### src/rtl/wesch_pkg.sv
package wesch_pkg;

  localparam int SLOT_COUNT = 64;
  localparam int SLOT_IDX_W = (SLOT_COUNT > 1) ? $clog2(SLOT_COUNT) : 1;
  localparam int CNT_W      = $clog2(SLOT_COUNT + 1);

  localparam logic REQ_SCHED = 1'b0;
  localparam logic REQ_TICK  = 1'b1;

  localparam logic KIND_ACK = 1'b0;
  localparam logic KIND_CMD = 1'b1;

  localparam logic [3:0] DAY_SUN       = 4'd0;
  localparam logic [3:0] DAY_MON       = 4'd1;
  localparam logic [3:0] DAY_FRI       = 4'd5;
  localparam logic [3:0] DAY_SAT       = 4'd6;
  localparam logic [3:0] RULE_EVERYDAY = 4'd7;
  localparam logic [3:0] RULE_WEEKDAY  = 4'd8;
  localparam logic [3:0] RULE_WEEKEND  = 4'd9;

  typedef struct packed {
    logic        req_type;
    logic [7:0]  light_id;
    logic [3:0]  day;
    logic [10:0] minute_of_day;
    logic        turn_on;
  } req_t;

  typedef struct packed {
    logic       kind;
    logic       accepted;
    logic [7:0] cmd_light;
    logic       cmd_on;
    logic       last;
  } rsp_t;

  typedef struct packed {
    logic [7:0]  light_id;
    logic [3:0]  day;
    logic [10:0] minute_of_day;
    logic        turn_on;
  } entry_t;

  typedef struct packed {
    logic   valid;
    entry_t entry;
  } slot_t;

  typedef struct packed {
    logic                  shift;
    logic                  wr_en;
    logic [SLOT_IDX_W-1:0] wr_idx;
  } chain_ctrl_t;

  function automatic logic day_matches(input logic [3:0] rule, input logic [3:0] today);
    logic hit;
    hit = 1'b0;
    if (rule == RULE_EVERYDAY) begin
      hit = 1'b1;
    end else if (today <= DAY_SAT) begin
      if (rule == today) begin
        hit = 1'b1;
      end else if (rule == RULE_WEEKEND && (today == DAY_SUN || today == DAY_SAT)) begin
        hit = 1'b1;
      end else if (rule == RULE_WEEKDAY && today >= DAY_MON && today <= DAY_FRI) begin
        hit = 1'b1;
      end
    end
    return hit;
  endfunction

endpackage

### src/rtl/wesch_cell.sv
module wesch_cell (
  input  logic             clk,
  input  logic             rst,
  input  logic             shift,
  input  logic             wr_en,
  input  wesch_pkg::entry_t wr_entry,
  input  wesch_pkg::slot_t  nbr,
  output wesch_pkg::slot_t  q
);
  import wesch_pkg::*;

  logic   valid;
  entry_t entry;

  always_ff @(posedge clk) begin
    if (rst) begin
      valid <= 1'b0;
    end else if (wr_en) begin
      valid <= 1'b1;
    end else if (shift) begin
      valid <= nbr.valid;
    end
  end

  always_ff @(posedge clk) begin
    if (wr_en) begin
      entry <= wr_entry;
    end else if (shift) begin
      entry <= nbr.entry;
    end
  end

  assign q = '{valid: valid, entry: entry};

endmodule

### src/rtl/wesch_chain.sv
module wesch_chain (
  input  logic                  clk,
  input  logic                  rst,
  input  wesch_pkg::chain_ctrl_t ctrl,
  input  wesch_pkg::entry_t      wr_entry,
  output wesch_pkg::slot_t       head
);
  import wesch_pkg::*;

  slot_t q [SLOT_COUNT];

  for (genvar i = 0; i < SLOT_COUNT; i++) begin : g_cell
    logic wr_hit;
    assign wr_hit = ctrl.wr_en && (ctrl.wr_idx == SLOT_IDX_W'(i));
    wesch_cell u_cell (
      .clk      (clk),
      .rst      (rst),
      .shift    (ctrl.shift),
      .wr_en    (wr_hit),
      .wr_entry (wr_entry),
      .nbr      (q[(i + 1) % SLOT_COUNT]),
      .q        (q[i])
    );
  end

  assign head = q[0];

endmodule

### src/rtl/weekly_event_schedule_table.sv
// Schedule word: acknowledgement strobed in the cycle after accept; busy stays low.
// Tick word: busy while the slot ring rotates once past the head cell, one slot
// per cycle, and then through a flush state; commands come out one per matching
// slot, the last one marked. Result is not stallable.
// No new word is accepted until the tick is done.
// Synchronous reset frees every slot and returns the block to idle.
module weekly_event_schedule_table_core (
  input  logic            clk,
  input  logic            rst,
  input  logic            start,
  input  wesch_pkg::req_t req,
  output logic            busy,
  output logic            result_valid,
  output wesch_pkg::rsp_t result
);
  import wesch_pkg::*;

  typedef enum logic [2:0] {
    ST_IDLE  = 3'b001,
    ST_SCAN  = 3'b010,
    ST_FLUSH = 3'b100
  } state_t;

  state_t                state;
  logic [CNT_W-1:0]      fill_count;
  logic [SLOT_IDX_W-1:0] scan_cnt;
  logic [3:0]            today;
  logic [10:0]           tick_minute;
  logic                  pend_valid;
  logic [7:0]            pend_light;
  logic                  pend_on;

  chain_ctrl_t ctrl;
  entry_t      wr_entry;
  slot_t       head;
  logic        accept;
  logic        has_room;
  logic        hit;

  assign accept   = start && !busy;
  assign has_room = fill_count < CNT_W'(SLOT_COUNT);
  assign busy     = (state != ST_IDLE);

  assign wr_entry = '{light_id: req.light_id, day: req.day,
                      minute_of_day: req.minute_of_day, turn_on: req.turn_on};

  always_comb begin
    ctrl.shift  = (state == ST_SCAN);
    ctrl.wr_en  = accept && (req.req_type == REQ_SCHED) && has_room;
    ctrl.wr_idx = fill_count[SLOT_IDX_W-1:0];
  end

  wesch_chain u_chain (
    .clk      (clk),
    .rst      (rst),
    .ctrl     (ctrl),
    .wr_entry (wr_entry),
    .head     (head)
  );

  assign hit = head.valid && day_matches(head.entry.day, today)
               && (head.entry.minute_of_day == tick_minute);

  always_ff @(posedge clk) begin
    if (rst) begin
      state        <= ST_IDLE;
      fill_count   <= '0;
      scan_cnt     <= '0;
      pend_valid   <= 1'b0;
      result_valid <= 1'b0;
    end else begin
      result_valid <= 1'b0;
      case (state)
        ST_IDLE: begin
          if (accept) begin
            if (req.req_type == REQ_SCHED) begin
              result_valid <= 1'b1;
              if (has_room) begin
                fill_count <= fill_count + CNT_W'(1);
              end
            end else begin
              state      <= ST_SCAN;
              scan_cnt   <= '0;
              pend_valid <= 1'b0;
            end
          end
        end
        ST_SCAN: begin
          if (hit) begin
            pend_valid <= 1'b1;
            if (pend_valid) begin
              result_valid <= 1'b1;
            end
          end
          scan_cnt <= scan_cnt + SLOT_IDX_W'(1);
          if (scan_cnt == SLOT_IDX_W'(SLOT_COUNT - 1)) begin
            state <= ST_FLUSH;
          end
        end
        ST_FLUSH: begin
          result_valid <= pend_valid;
          pend_valid   <= 1'b0;
          state        <= ST_IDLE;
        end
        default: begin
          state <= ST_IDLE;
        end
      endcase
    end
  end

  always_ff @(posedge clk) begin
    if (accept && req.req_type == REQ_TICK) begin
      today       <= req.day;
      tick_minute <= req.minute_of_day;
    end
    if (state == ST_SCAN && hit) begin
      pend_light <= head.entry.light_id;
      pend_on    <= head.entry.turn_on;
    end
    case (state)
      ST_IDLE: begin
        result <= '{kind: KIND_ACK, accepted: has_room, cmd_light: 8'd0,
                    cmd_on: 1'b0, last: 1'b1};
      end
      ST_SCAN: begin
        result <= '{kind: KIND_CMD, accepted: 1'b0, cmd_light: pend_light,
                    cmd_on: pend_on, last: 1'b0};
      end
      ST_FLUSH: begin
        result <= '{kind: KIND_CMD, accepted: 1'b0, cmd_light: pend_light,
                    cmd_on: pend_on, last: 1'b1};
      end
      default: begin
        result <= '0;
      end
    endcase
  end

  a_fill_bound: assert property (@(posedge clk) disable iff (rst)
    fill_count <= CNT_W'(SLOT_COUNT))
    else $error("fill count beyond slot count");

  a_ack_cause: assert property (@(posedge clk) disable iff (rst)
    result_valid && result.kind == KIND_ACK |->
      $past(accept && req.req_type == REQ_SCHED))
    else $error("acknowledgement without schedule word");

  a_cmd_cause: assert property (@(posedge clk) disable iff (rst)
    result_valid && result.kind == KIND_CMD |->
      ($past(state) == ST_SCAN || $past(state) == ST_FLUSH))
    else $error("command outside tick scan");

  a_last_at_end: assert property (@(posedge clk) disable iff (rst)
    result_valid && result.last |-> $past(state) != ST_SCAN)
    else $error("last marked before scan end");

  a_scan_len: assert property (@(posedge clk) disable iff (rst)
    state == ST_FLUSH |-> $past(scan_cnt) == SLOT_IDX_W'(SLOT_COUNT - 1))
    else $error("scan ended early");

endmodule
### config.mk
export PLATFORM = sky130hd
export DESIGN_NAME = weekly_event_schedule_table_core
export DESIGN_NICKNAME = d
export VERILOG_FILES = /design/src/rtl/wesch_pkg.sv /design/src/rtl/wesch_cell.sv /design/src/rtl/wesch_chain.sv /design/src/rtl/weekly_event_schedule_table.sv
export SDC_FILE = /design/constraint.sdc
export NUM_CORES = 2
export LEC_CHECK = 0
export ABC_AREA = 1
export BUFFER_PORTS_ARGS = -buffer_cell sky130_fd_sc_hd__buf_2
export CORE_MARGIN = 2
export CORE_UTILIZATION = 60
export CTS_BUF_LIST = sky130_fd_sc_hd__clkbuf_4 sky130_fd_sc_hd__clkbuf_8 sky130_fd_sc_hd__clkbuf_16
export DETAILED_ROUTE_END_ITERATION = 16
export PLACE_DENSITY = 0.81
export REMOVE_ABC_BUFFERS = 1
export SYNTH_ARGS = -nofsm -noshare
export SYNTH_HDL_FRONTEND = slang
export SYNTH_SLANG_ARGS = --single-unit
### constraint.sdc
create_clock -name clk -period 3 [get_ports clk]
set_clock_uncertainty 0.15 [all_clocks]
set_input_delay 0.6 -clock clk [delete_from_list [all_inputs] [get_ports clk]]
set_output_delay 0.6 -clock clk [all_outputs]
set_load 0.01 [all_outputs]
==> impl_results.md <==
* Largest family of logic cells by synthesized area: compound AO/OA/AOI/OAI gates
* Antenna diodes at 0
* Clk sinks at 1,654
* Maximum number of pins on one net before global-route repair at 67
* Share of cells above drive strength 1 at 9.591%
* GRT Total Usage at 28.78%
* CP startpoint kind: register
* Number of global-route vias before repair at 42,110
* DRC Markers at 0
* Max Freq at 350.3 MHz
* Max_slew headroom at 23.34%
* Fill count at 7,041
* Synthesized cell area at 0.06691 mm2
* Combinational share of power at 2.6%
* Seq/Total Area, Yosys at between 70% and 80%
* Seq pwr share at 55.3%
* Dpl ws at -0.09509 ns
* Required time worst endpoint at 3.40 ns
* Post-Syn Instances at 5,846
* RSZ-0062 raised after global routing: no
* Synthesis-stage register bit count at 1,654
* Routed len/inst at 22.25 um
* DP Area at 0.07034 mm2
* DR pass1 iterations at 8
* Vias/cell at 6.110
* Clock share of power at 42.1%
* Die ar. at 0.1142 mm2
* Antenna-violating nets left at 0
* Compound-cell area share of the yosys netlist at 12.39%
* Clk buf depth at 3
* Sw Pwr at 9.490 mW
* Most frequent cells in the layout: nand2_1, edfxtp_1, o21ai_0, o21ai_1, clkbuf_16
* Design area at 0.07545 mm2
* Area contributors post-synth: edfxtp_1, nand2_1, o21ai_0
* Arr. time, crit path at 3.25 ns
* Max Cap Viol at 0
* Max VDD drop at 547.3 uV
* Finished Layout Cells at 7,400
* Post-Synth XOR/XNOR Area at less than 1%
* Initial Utilization at between 60% and 70%
* Vias at 45,220
* Clock slew at reported path FFs at 0.06 ns
* Leak at 28.65 nW
* Worst-path maximum fanout at between 40 and 50
* Syn Area/Cell at around 11 um2
* Post-synthesis simple-gate area fraction at 11.11%
* Routed Wire Length at approximately 160,000 um
* Final Max Slew Viols at 0
* 1st-iter DRT viols at 6,497
* Status: complete, no violations
* Final setup fails at 0
* Dpl cells at 7,102
* H-Tree Depth at 4
* Core area at 0.1107 mm2
* Mux cell area share after synthesis at 0%
* Post-layout utilization of the core at 68.17%
* Global route overflow at 0
* CTS tree: built
* Root buf cell: clkbuf_16
* Post-synthesis adder-cell area fraction at 0.09351%
* Synth top area share at 70.02%
* Post-synth top area cell: edfxtp_1
* Row cnt at 122
* Most common cell after layout, fill and taps aside: nand2_1
* Worst skew pair latency at approximately 0.8 ns
* Unique masters post-synth at 32
* Internal power at 36.04 mW
* Switching share of total power at 20.85%
* P&R area growth vs syn at 12.77%
* Worst setup margin at between 0.1 and 0.15 ns
* CTS Buf Count at 157
* Post-DP HPWL at 93,650 um
* Routability cong. at slightly below 0.9
* Hold Fails Final Rpt at 0
* Final Critical Period at 2.855 ns
* WHS at 0.1353 ns
* Cell Pwr Density at 603.4 mW/mm2
* I/O Buffers at 41
* Antenna violations before repair at 0
* Fin nets at around 5,800
* First-pass GRT wire length at 248,000 um
* Die Height at around 340 um
* Die width at 337.9 um
* Warning count from the yosys run at 0
* Crit end category: register
* Final worst path period share at 95.17%
* WS Path Type: reg2reg
* Pin slew with the least headroom to its limit at 1.150 ns
* Worst min-delay path category: in2reg
* I/O pins at 42
routing by layer:
layer / routed length [um] / vias to the layer above / global-route usage [%]
met1: 63460 / 21470 / 40.10
met5: 0 / - / 0
met2: 75120 / 2902 / 44.35
met3: 18750 / 431 / 5.869
met4: 7316 / 0 / 12.72
li1: - / 20410 / -
synthesized netlist by cell type:
library cell,n
o211ai_1,1
nand3_1,8
inv_2,1
clkinv_1,25
buf_4,1
nand2_1,1837
ha_1,5
nor2_4,1
buf_1,6
nand2_4,1
clkbuf_2,2
inv_4,1
nor3b_1,1
dfxtp_1,94
nor3_1,4
nand4_1,31
or2_2,1
xnor2_1,7
nor2_2,7
inv_1,53
clkbuf_1,441
a31oi_1,46
nand3b_1,1
o21a_1,1
edfxtp_1,1560
xor2_1,2
buf_2,63
a21oi_1,32
nor2_1,47
o21ai_1,190
o21ai_0,1374
nor3_2,2
worst paths after layout:
path	startpoint	end	slack, ns	cells after the start
max	state[1]$_SDFFE_PP0P_	u_chain.g_cell[53].u_cell.q[21]$_DFFE_PP_	0.14	12
min reg2reg	u_chain.g_cell[0].u_cell.q[16]$_DFFE_PP_	pend_light[0]$_DFFE_PP_	0.30	0
min	rst	state[2]$_SDFFE_PP0P_	0.14	2
max reg2reg	state[1]$_SDFFE_PP0P_	u_chain.g_cell[53].u_cell.q[21]$_DFFE_PP_	0.14	12
logic make-up after synthesis:
kind of cell / Yosys count
flip-flops: 1654
AND/OR/NAND/NOR: 1941
adder cells (fa/ha/maj): 5
XOR/XNOR: 9
buffers and inverters: 593
AO/OA/AOI/OAI: 1644
final cells by class:
type / count / area (um2) / area share (%)
inverter: 80 / 311.5 / 0.4129
clock buffer: 202 / 4369 / 5.791
clock inverter: 81 / 575.6 / 0.7629
sequential: 1654 / 48730 / 64.58
multi-input combinational: 3599 / 15890 / 21.06
tap: 1488 / 1862 / 2.468
timing repair buffer: 296 / 3712 / 4.920
timing repair:
item                                    4_1_cts  5_1_grt
endpoints found under the hold margin        15        0
endpoints found under the setup margin        0       26
hold buffers                                 15        0
buffers inserted                              0        0
resized for setup                             0        2
worst max-delay path, stage by stage (launching register included):
cell and delay, ns:
dfxtp_1 0.31, inv_1 0.06, nand2_1 0.05, nor2_1 0.21, nand2_1 0.15, nor3_4 0.35
inv_4 0.18, nor2_2 0.23, buf_4 0.18, nand2_1 0.05, buf_4 0.21, buf_12 0.18
o21ai_0 0.31
flip-flops by register name, summed over array words and instances (netlist names), 4 cells and up:
signal	flops
today	4
u_chain.g_cell.u_cell.q	1536
scan_cnt	6
pend_light	8
fill_count	7
result	12
u_chain.g_cell.u_cell.valid	64
tick_minute	11
power by group through the flow:
stage	Sequential (mW)	Combinational (mW)	Clock [mW]
4_1_cts	25.2	1.14	19.2
2_1_floorplan	25.6	0.427	0
3_3_place_gp	25.7	1.09	0
5_1_grt	25.2	1.22	20.1
6_report	25.2	1.18	19.2
3_5_place_dp	25.7	1.11	0
stage by stage:
| step | power (mW) | TNS [ns] |
|---|---|---|
| global placement | 26.76 | -1.423 |
| CTS | 45.54 | 0 |
| global route | 46.51 | 0 |
| floorplan | 26.08 | -3116.78 |
| finish | 45.53 | 0 |
| detailed placement | 26.79 | -2.353 |
(Power assumes the default switching activity.)
